$ cat config.mk
export PLATFORM = sky130hd
export DESIGN_NAME = static_hard_knee_compressor_core
export DESIGN_NICKNAME = d
export VERILOG_FILES = /design/src/hdl/shkc_pkg.sv /design/src/hdl/static_hard_knee_compressor_core.sv
export SDC_FILE = /design/constraint.sdc
export NUM_CORES = 2
export LEC_CHECK = 0
export BUFFER_PORTS_ARGS = -buffer_cell sky130_fd_sc_hd__buf_2
export CAP_MARGIN = 20
export CORE_MARGIN = 2
export CORE_UTILIZATION = 30
export CTS_CLUSTER_DIAMETER = 150
export CTS_CLUSTER_SIZE = 25
export DETAILED_ROUTE_END_ITERATION = 6
export GPL_ROUTABILITY_DRIVEN = 0
export SYNTH_ARGS = -nofsm -noshare
export SYNTH_HDL_FRONTEND = slang
export SYNTH_SLANG_ARGS = --single-unit
$ cat constraint.sdc
create_clock -name clk -period 10.3 [get_ports clk]
set_clock_uncertainty 0.2 [all_clocks]
set_input_delay 0.515 -clock clk [delete_from_list [all_inputs] [get_ports clk]]
set_output_delay 0.515 -clock clk [all_outputs]
set_load 0.1 [all_outputs]
$ cat src/hdl/shkc_pkg.sv
package shkc_pkg;

    localparam int SAMPLE_BITS   = 24;
    localparam int PEAK_IN_BITS  = SAMPLE_BITS + 3;
    localparam int GAIN_BITS     = 23;
    localparam int THRESH_BITS   = 24;
    localparam int SLOPE_BITS    = 17;
    localparam int GAIN_FRAC     = 16;
    localparam int KNEE_BITS     = SAMPLE_BITS + 5;
    localparam int PROD_BITS     = KNEE_BITS + GAIN_BITS;
    localparam int SCALED_BITS   = PROD_BITS - GAIN_FRAC;
    localparam int CFG_INDEX_BITS = 2;
    localparam int CFG_DATA_BITS  = 24;
    localparam int NUM_CHANNELS_DEFAULT = 2;

    localparam logic [1:0] MODE_PROCESS    = 2'd0;
    localparam logic [1:0] MODE_READ_CLEAR = 2'd1;
    localparam logic [1:0] MODE_PEAK_MAX   = 2'd2;
    localparam logic [1:0] MODE_CLEAR      = 2'd3;

    localparam logic [1:0] CHAN_ALL = 2'd2;

    localparam logic [CFG_INDEX_BITS-1:0] CFG_INPUT_GAIN  = 2'd0;
    localparam logic [CFG_INDEX_BITS-1:0] CFG_THRESHOLD   = 2'd1;
    localparam logic [CFG_INDEX_BITS-1:0] CFG_SLOPE       = 2'd2;
    localparam logic [CFG_INDEX_BITS-1:0] CFG_OUTPUT_GAIN = 2'd3;

    localparam logic [GAIN_BITS-1:0]   INPUT_GAIN_RESET  = 23'd65536;
    localparam logic [THRESH_BITS-1:0] THRESHOLD_RESET   = 24'd8388608;
    localparam logic [SLOPE_BITS-1:0]  SLOPE_RESET       = 17'd32768;
    localparam logic [GAIN_BITS-1:0]   OUTPUT_GAIN_RESET = 23'd65536;

    localparam logic [SAMPLE_BITS-1:0] POS_MAX     = {1'b0, {(SAMPLE_BITS-1){1'b1}}};
    localparam logic [SAMPLE_BITS-1:0] NEG_MAG_MAX = {1'b1, {(SAMPLE_BITS-1){1'b0}}};

    typedef struct packed {
        logic [1:0]                    mode;
        logic [1:0]                    channel;
        logic signed [SAMPLE_BITS-1:0] sample_in;
    } in_item_t;

    typedef struct packed {
        logic signed [SAMPLE_BITS-1:0] sample_out;
        logic [PEAK_IN_BITS-1:0]       in_peak;
        logic [SAMPLE_BITS-1:0]        out_peak;
    } out_item_t;

endpackage

$ cat src/hdl/static_hard_knee_compressor_core.sv
// Stereo static hard-knee compressor. Every input transfer yields exactly one output
// transfer. A process-sample item (mode 0) runs all its steps before the next possible
// acceptance: one 29x23 multiplier is shared by the input gain, the slope and the output
// gain steps, each followed by a step that rounds the product (saturating it after the
// gain steps). Read-and-clear and clear items go straight to the finish step; the
// larger-input-peak query scans the channels in turn through a single peak compare.
// in_stall is high while an item is in work; held output stalls only the final step.
module static_hard_knee_compressor_core #(
    parameter int NUM_CHANNELS = shkc_pkg::NUM_CHANNELS_DEFAULT
) (
    input  logic                                  clk,
    input  logic                                  rst_n,
    input  logic                                  in_valid,
    output logic                                  in_stall,
    input  shkc_pkg::in_item_t                    in_data,
    output logic                                  out_valid,
    input  logic                                  out_stall,
    output shkc_pkg::out_item_t                   out_data,
    input  logic                                  cfg_valid,
    output logic                                  cfg_ready,
    input  logic [shkc_pkg::CFG_INDEX_BITS-1:0]   cfg_index,
    input  logic [shkc_pkg::CFG_DATA_BITS-1:0]    cfg_data
);

    localparam int S    = shkc_pkg::SAMPLE_BITS;
    localparam int PIN  = shkc_pkg::PEAK_IN_BITS;
    localparam int KW   = shkc_pkg::KNEE_BITS;
    localparam int GW   = shkc_pkg::GAIN_BITS;
    localparam int PW   = shkc_pkg::PROD_BITS;
    localparam int SW   = shkc_pkg::SCALED_BITS;
    localparam int IDX_W = (NUM_CHANNELS > 1) ? $clog2(NUM_CHANNELS) : 1;

    typedef enum logic [3:0] {
        S_IDLE,
        S_MUL_IN,
        S_SAT_IN,
        S_SUB,
        S_MUL_SLOPE,
        S_KNEE,
        S_MUL_OUT,
        S_SAT_OUT,
        S_SCAN,
        S_FINISH
    } state_t;

    state_t                               state_reg;
    logic [1:0]                           mode_reg;
    logic [1:0]                           chan_reg;
    logic                                 addr_reg;
    logic [IDX_W-1:0]                     idx_reg;
    logic [PIN-1:0]                       max_reg;
    logic [PIN-1:0]                       in_store_reg  [NUM_CHANNELS];
    logic [S-1:0]                         out_store_reg [NUM_CHANNELS];
    logic [GW-1:0]                        input_gain_reg;
    logic [shkc_pkg::THRESH_BITS-1:0]     threshold_reg;
    logic [shkc_pkg::SLOPE_BITS-1:0]      slope_reg;
    logic [GW-1:0]                        output_gain_reg;
    logic                                 out_valid_reg;
    shkc_pkg::out_item_t                  out_data_reg;
    shkc_pkg::out_item_t                  out_data_next;

    logic                                 neg_reg;
    logic [S-1:0]                         mag_reg;
    logic [PW-1:0]                        prod_reg;
    logic [PIN-1:0]                       m_in_reg;
    logic [PIN-1:0]                       diff_reg;
    logic                                 above_reg;
    logic [KW-1:0]                        knee_reg;
    logic [S-1:0]                         m_out_reg;

    logic [KW-1:0]                        mul_a;
    logic [GW-1:0]                        mul_b;
    logic [PW-1:0]                        mul_prod;
    logic [PW-1:0]                        round_sum;
    logic [SW-1:0]                        scaled;
    logic [PIN-1:0]                       m_in_next;
    logic [KW-1:0]                        knee_next;
    logic [S-1:0]                         out_limit;
    logic [S-1:0]                         m_out_next;
    logic [S-1:0]                         s_out;
    logic                                 accept;
    logic                                 result_free;
    logic                                 in_addr;

    assign accept      = in_valid && (state_reg == S_IDLE);
    assign result_free = !out_valid_reg || !out_stall;
    assign in_addr     = (in_data.channel < shkc_pkg::CHAN_ALL)
                         && (32'(in_data.channel) < NUM_CHANNELS);

    always_comb
    begin
        case (state_reg)
            S_MUL_IN:
            begin
                mul_a = KW'(mag_reg);
                mul_b = input_gain_reg;
            end
            S_MUL_SLOPE:
            begin
                mul_a = KW'(diff_reg);
                mul_b = GW'(slope_reg);
            end
            S_MUL_OUT:
            begin
                mul_a = knee_reg;
                mul_b = output_gain_reg;
            end
            default:
            begin
                mul_a = '0;
                mul_b = '0;
            end
        endcase
    end

    assign mul_prod  = PW'(mul_a) * PW'(mul_b);
    assign round_sum = prod_reg + (PW'(1) << (shkc_pkg::GAIN_FRAC - 1));
    assign scaled    = round_sum[PW-1:shkc_pkg::GAIN_FRAC];
    assign m_in_next = (|scaled[SW-1:PIN]) ? {PIN{1'b1}} : scaled[PIN-1:0];
    assign knee_next = above_reg ? (KW'(threshold_reg) + KW'(scaled)) : KW'(m_in_reg);
    assign out_limit = neg_reg ? shkc_pkg::NEG_MAG_MAX : shkc_pkg::POS_MAX;
    assign m_out_next = (scaled > SW'(out_limit)) ? out_limit : scaled[S-1:0];
    assign s_out     = neg_reg ? (~m_out_reg + 1'b1) : m_out_reg;

    always_comb
    begin
        out_data_next = '0;
        case (mode_reg)
            shkc_pkg::MODE_PROCESS:
            begin
                out_data_next.sample_out = $signed(s_out);
            end
            shkc_pkg::MODE_READ_CLEAR:
            begin
                if (addr_reg)
                begin
                    out_data_next.in_peak  = in_store_reg[idx_reg];
                    out_data_next.out_peak = out_store_reg[idx_reg];
                end
            end
            shkc_pkg::MODE_PEAK_MAX:
            begin
                out_data_next.in_peak = max_reg;
            end
            default:
            begin
            end
        endcase
    end

    always_ff @(posedge clk)
    begin
        case (state_reg)
            S_IDLE:
            begin
                if (accept)
                begin
                    neg_reg <= in_data.sample_in[S-1];
                    mag_reg <= in_data.sample_in[S-1] ? (~in_data.sample_in + 1'b1)
                                                      : in_data.sample_in;
                end
            end
            S_MUL_IN, S_MUL_SLOPE, S_MUL_OUT:
            begin
                prod_reg <= mul_prod;
            end
            S_SAT_IN:
            begin
                m_in_reg <= m_in_next;
            end
            S_SUB:
            begin
                above_reg <= m_in_reg > PIN'(threshold_reg);
                diff_reg  <= m_in_reg - PIN'(threshold_reg);
            end
            S_KNEE:
            begin
                knee_reg <= knee_next;
            end
            S_SAT_OUT:
            begin
                m_out_reg <= m_out_next;
            end
            default:
            begin
            end
        endcase
    end

    always_ff @(posedge clk or negedge rst_n)
    begin
        if (!rst_n)
        begin
            state_reg       <= S_IDLE;
            mode_reg        <= shkc_pkg::MODE_PROCESS;
            chan_reg        <= '0;
            addr_reg        <= 1'b0;
            idx_reg         <= '0;
            max_reg         <= '0;
            input_gain_reg  <= shkc_pkg::INPUT_GAIN_RESET;
            threshold_reg   <= shkc_pkg::THRESHOLD_RESET;
            slope_reg       <= shkc_pkg::SLOPE_RESET;
            output_gain_reg <= shkc_pkg::OUTPUT_GAIN_RESET;
            out_valid_reg   <= 1'b0;
            out_data_reg    <= '0;
            for (int i = 0; i < NUM_CHANNELS; i++)
            begin
                in_store_reg[i]  <= '0;
                out_store_reg[i] <= '0;
            end
        end
        else
        begin
            if (cfg_valid)
            begin
                case (cfg_index)
                    shkc_pkg::CFG_INPUT_GAIN:  input_gain_reg  <= cfg_data[GW-1:0];
                    shkc_pkg::CFG_THRESHOLD:   threshold_reg   <= cfg_data[shkc_pkg::THRESH_BITS-1:0];
                    shkc_pkg::CFG_SLOPE:       slope_reg       <= cfg_data[shkc_pkg::SLOPE_BITS-1:0];
                    shkc_pkg::CFG_OUTPUT_GAIN: output_gain_reg <= cfg_data[GW-1:0];
                    default:
                    begin
                    end
                endcase
            end

            if (state_reg == S_FINISH && result_free)
            begin
                out_valid_reg <= 1'b1;
            end
            else if (out_valid_reg && !out_stall)
            begin
                out_valid_reg <= 1'b0;
            end

            case (state_reg)
                S_IDLE:
                begin
                    if (accept)
                    begin
                        mode_reg <= in_data.mode;
                        chan_reg <= in_data.channel;
                        addr_reg <= in_addr;
                        max_reg  <= '0;
                        idx_reg  <= (in_data.mode == shkc_pkg::MODE_PEAK_MAX)
                                    ? '0 : IDX_W'(in_data.channel);
                        case (in_data.mode)
                            shkc_pkg::MODE_PROCESS:  state_reg <= S_MUL_IN;
                            shkc_pkg::MODE_PEAK_MAX: state_reg <= S_SCAN;
                            default:                 state_reg <= S_FINISH;
                        endcase
                    end
                end
                S_MUL_IN:    state_reg <= S_SAT_IN;
                S_SAT_IN:    state_reg <= S_SUB;
                S_SUB:       state_reg <= S_MUL_SLOPE;
                S_MUL_SLOPE: state_reg <= S_KNEE;
                S_KNEE:      state_reg <= S_MUL_OUT;
                S_MUL_OUT:   state_reg <= S_SAT_OUT;
                S_SAT_OUT:   state_reg <= S_FINISH;
                S_SCAN:
                begin
                    if (in_store_reg[idx_reg] > max_reg)
                    begin
                        max_reg <= in_store_reg[idx_reg];
                    end
                    if (idx_reg == IDX_W'(NUM_CHANNELS - 1))
                    begin
                        state_reg <= S_FINISH;
                    end
                    else
                    begin
                        idx_reg <= idx_reg + 1'b1;
                    end
                end
                S_FINISH:
                begin
                    if (result_free)
                    begin
                        out_data_reg  <= out_data_next;
                        state_reg     <= S_IDLE;
                        case (mode_reg)
                            shkc_pkg::MODE_PROCESS:
                            begin
                                if (addr_reg)
                                begin
                                    if (m_in_reg > in_store_reg[idx_reg])
                                    begin
                                        in_store_reg[idx_reg] <= m_in_reg;
                                    end
                                    if (m_out_reg > out_store_reg[idx_reg])
                                    begin
                                        out_store_reg[idx_reg] <= m_out_reg;
                                    end
                                end
                            end
                            shkc_pkg::MODE_READ_CLEAR:
                            begin
                                if (addr_reg)
                                begin
                                    in_store_reg[idx_reg]  <= '0;
                                    out_store_reg[idx_reg] <= '0;
                                end
                            end
                            shkc_pkg::MODE_PEAK_MAX:
                            begin
                            end
                            default:
                            begin
                                if (chan_reg == shkc_pkg::CHAN_ALL)
                                begin
                                    for (int i = 0; i < NUM_CHANNELS; i++)
                                    begin
                                        in_store_reg[i]  <= '0;
                                        out_store_reg[i] <= '0;
                                    end
                                end
                                else if (addr_reg)
                                begin
                                    in_store_reg[idx_reg]  <= '0;
                                    out_store_reg[idx_reg] <= '0;
                                end
                            end
                        endcase
                    end
                end
                default:
                begin
                    state_reg <= S_IDLE;
                end
            endcase
        end
    end

    assign in_stall  = (state_reg != S_IDLE);
    assign out_valid = out_valid_reg;
    assign out_data  = out_data_reg;
    assign cfg_ready = 1'b1;

    a_accept_leaves_idle: assert property (@(posedge clk) disable iff (!rst_n)
        (in_valid && !in_stall) |=> (state_reg != S_IDLE))
        else $error("accepted item did not start work");

    a_result_from_finish: assert property (@(posedge clk) disable iff (!rst_n)
        $rose(out_valid) |-> $past(state_reg == S_FINISH))
        else $error("result issued outside finish step");

    a_out_peak_range: assert property (@(posedge clk) disable iff (!rst_n)
        out_valid |-> (out_data.out_peak <= shkc_pkg::NEG_MAG_MAX))
        else $error("output peak above full scale");

    a_scan_mode: assert property (@(posedge clk) disable iff (!rst_n)
        (state_reg == S_SCAN) |-> (mode_reg == shkc_pkg::MODE_PEAK_MAX))
        else $error("peak scan in wrong mode");

    a_finish_waits: assert property (@(posedge clk) disable iff (!rst_n)
        (state_reg == S_FINISH && out_valid && out_stall) |=> (state_reg == S_FINISH))
        else $error("result overwritten while held");

endmodule
==> out/summary.txt <==
SYNTH
-----------------------------------------------------------------------------------------------
Number of synthesis warnings .....................................................            0
Net count after synthesis ........................................................         5953
Number of instances in the synthesized netlist ...................................         4998
Main combinational cell family by area after synthesis ...........................  adder cells
Total standard cell area after synthesis .........................................    47420 µm²
Post-synth top flop ..............................................................      dfrtp_1
Adder and majority gate portion of the synthesized area ..........................       32.58%
Complex-gate fraction of the synthesized area ....................................       11.38%
Number of register bits inferred by synthesis ....................................          472
Mux cell area share after synthesis ..............................................       4.815%
Post-Synth Simple-Gate Area ......................................................       13.44%
Number of enable-type register cells in the synthesized netlist ..................          170
Area share of xor/xnor cells in the synthesized design ...........................       2.974%
Proportion of synthesized chip area in sequential cells ..........................       26.71%
Proportion of register bits with asynchronous set or reset after synthesis .......       63.98%
Netlist cell types ...............................................................           88
Mean instance size in the synthesized netlist ....................................    9.488 µm²

CLOCK TREE
-----------------------------------------------------------------------------------------------
Post-CTS Resized .................................................................            0
Clock Latency Late Sink ..........................................................      0.65 ns
Number of buffers inserted during clock tree synthesis ...........................           23
Count of clock tree sinks ........................................................          472
Clock input transition at the sequential cells of the worst setup and hold paths .      0.12 ns
Buffer levels on the longest clock path ..........................................            3
Clock tree from TritonCTS ........................................................          yes
Maximum level of the CTS H-tree ..................................................            1
Buffers inserted during post-CTS setup optimization ..............................            0
Root Buffer ......................................................................    clkbuf_16
CTS Hold Bufs ....................................................................           21

JOB
-----------------------------------------------------------------------------------------------
Number of max-capacitance violations reported ....................................            0

PLACED DESIGN
-----------------------------------------------------------------------------------------------
Count of input and output buffers ................................................          135
Cell Count Post-Placement ........................................................         7058
Sum of net half-perimeters after detailed placement ..............................    124700 µm
Worst Setup Slack post-DPL .......................................................    0.7075 ns

DRT
-----------------------------------------------------------------------------------------------
Detailed Route WL ................................................................    157100 µm
DR pass1 iterations ..............................................................            7
Post-DRT Antenna Nets ............................................................            0
Routed wirelength normalized by instance count ...................................     22.06 µm
Via count ........................................................................        37040
Post-detailed-route via-to-cell ratio ............................................        5.199
Count of unresolved DRC violations after routing .................................            9
Detailed Route Iter0 Violations ..................................................         3441

CRITICAL PATH
-----------------------------------------------------------------------------------------------
WP buf/inv .......................................................................            7
Critical path data arrival time ..................................................     10.02 ns
Crit path top cell by count ......................................................         fa_1
Critical path's slowest cell .....................................................      a22oi_1
Req. time, crit path .............................................................     10.47 ns
Critical path start-end classification ........................................... flop to flop
Startpoint type of the worst setup path ..........................................         flop
Crit. Startpoint ................................................................. state_reg[0]
Reg-to-Reg Start ................................................................. state_reg[0]
Maximum fanout encountered on the critical timing path ...........................           69
Cell family with most CP delay ...................................................  adder cells
Highest cell delay on the worst timing path ......................................      0.71 ns
Sort of element at the end of the critical path ..................................         flop

STA
-----------------------------------------------------------------------------------------------
Final critical-path required period ..............................................     9.847 ns
Final period utilization .........................................................       95.60%
Aggregate negative setup slack ...................................................         0 ns
Setup-violating endpoint count in the final report ...............................            0
Hold violation count in the final report .........................................            0
Transition at the pin with the smallest max-transition slack .....................     1.119 ns
Unrepaired setup endpoints after global routing ..................................        false
Final count of pins violating max slew ...........................................            0
Worst hold slack across all endpoints ............................................   0.01207 ns
Relative slew slack ..............................................................       25.42%
Smallest setup slack after layout ................................................    0.4532 ns
Max frequency ....................................................................   0.1016 GHz

FINAL LAYOUT
-----------------------------------------------------------------------------------------------
Area added between synthesis and finish ..........................................       8.987%
Most frequent cells in the layout ................................................ nand2_1 (770), inv_1 (745), fa_1 (565)
Number of standard cells in the final layout excluding fillers ...................         7125
Fraction of layout cells with a size suffix above 1 ..............................       9.165%
Most common cell after layout, fill and taps aside ...............................      nand2_1
Max reg flops ....................................................................           75
Nets .............................................................................         6005

HOLD PATH
-----------------------------------------------------------------------------------------------
Worst hold path type ............................................................. input port to flop
Worst Hold Launch ................................................................  cfg_data[5]

FLOORPLAN
-----------------------------------------------------------------------------------------------
Die Area .........................................................................   161300 µm²
Number of top-level design ports .................................................          137
Core Region ......................................................................   156600 µm²
Height of the die ................................................................     401.6 µm
Row count ........................................................................          145
Initial Utilization ..............................................................       30.29%
Floorplan die width ..............................................................     401.6 µm

PWR
-----------------------------------------------------------------------------------------------
Leakage power ....................................................................     23.32 nW
Pwr Total ........................................................................    0.01115 W
Power Density .................................................................... 215.7 nW/µm²
Maximum resistive drop on vdd ....................................................     327.0 µV

GLOBAL ROUTE
-----------------------------------------------------------------------------------------------
Initial antenna violation count ..................................................           18
Global routing usage summed across all routing layers ............................       19.33%
Pin count of the biggest net entering global routing .............................          124
Number of global-route vias before repair ........................................        37760
First-pass GRT wire length .......................................................    237900 µm
GRT overflow .....................................................................            0

RUN STATUS
-----------------------------------------------------------------------------------------------
Run status ....................................................................... finished, violations left
Failing checks ................................................................... design-rule violations

==> logic make-up after synthesis <==
family                     Yosys count
xor gates and xnor gates           161
AOI/OAI and AO/OA                  761
muxes                              211
and+or+nand+nor                   1493
other                                1
adders and majority gates          896
DFF                                472
buffers and inverters             1003
==> where the power goes <==
part | total [W] | internal [W] | switching, W
Sequential | 0.00302 | 0.00258 | 0.000442
Combinational | 0.00702 | 0.00222 | 0.00480
Clock | 0.00111 | 0.000431 | 0.000675
Total | 0.0111 | 0.00523 | 0.00592
==> layer usage <==
metal  wire, µm  GRT usage (%)  vias up
met1      60450          24.08    18530
met5         89              0        -
met4      11050          11.31       16
met2      71350          30.59     1625
li1           -              -    16450
met3      14210          4.513      423
==> cells in the mapped netlist, types with 6 or more instances <==
library cell  count  share of area (%)
a22oi_1          73                1.2
nor2_1          406                3.2
a211oi_1         11               0.17
nor3b_1           6              0.095
and3_1           30               0.40
xor2_1           78                1.4
and2_1           45               0.59
nor2b_1          19               0.25
o41ai_1           6               0.11
or3_1            13               0.17
nor3_1           50               0.53
nor4_1            8               0.11
edfxtp_1        170                 11
nand2_1         771                6.1
buf_2            18               0.19
mux2_2          136                3.2
nand4_1          35               0.46
a21o_1           98                1.6
a222oi_1         27               0.57
fa_1            565                 24
mux2i_1          74                1.6
or4_1             6              0.095
nand3b_1         12               0.19
o21ai_0         127                1.3
and4_1            7               0.13
nand3_1          44               0.46
inv_1           745                5.9
nand2b_1         23               0.30
o21bai_1         10               0.16
clkbuf_1        221                1.7
o31ai_1          44               0.70
ha_1            331                8.7
buf_1            11              0.087
a22o_1          112                2.1
o2bb2ai_1        24               0.44
a21oi_1         124                1.3
dfrtp_1         298                 16
xnor2_1          83                1.5
o21a_1           26               0.41
a31oi_1          13               0.17
==> per-stage QoR <==
step                utilization, %  instance area, µm²
floorplan                        -               47420
global placement             32.39               50710
detailed placement           32.39               50710
CTS                          32.95               51600
global route                 33.01               51680
finish                       33.01               51680
==> layout make-up <==
class,instances,area [µm²]
multi-input combinational,3523,31010
antenna,4,10.01
fill,15980,104900
sequential,472,12670
clock inverter,4,53.80
timing repair buffer,282,1939
clock buffer,34,616.8
inverter,748,2808
tap,2058,2575
==> path summary, 6_finish.rpt <==
check	end	slack, ns	cells past startpoint
worst max-delay path	prod_reg[45]	0.45	30
worst min-delay path	output_gain_reg[5]	0.01	2
worst max register to register	prod_reg[45]	0.45	30
worst min register to register	out_data[3]	0.28	2
max in group asynchronous	out_data[19]	8.05	3
min in group asynchronous	out_data[48]	0.37	2
No activity file was read; power rests on OpenSTA's default activity.
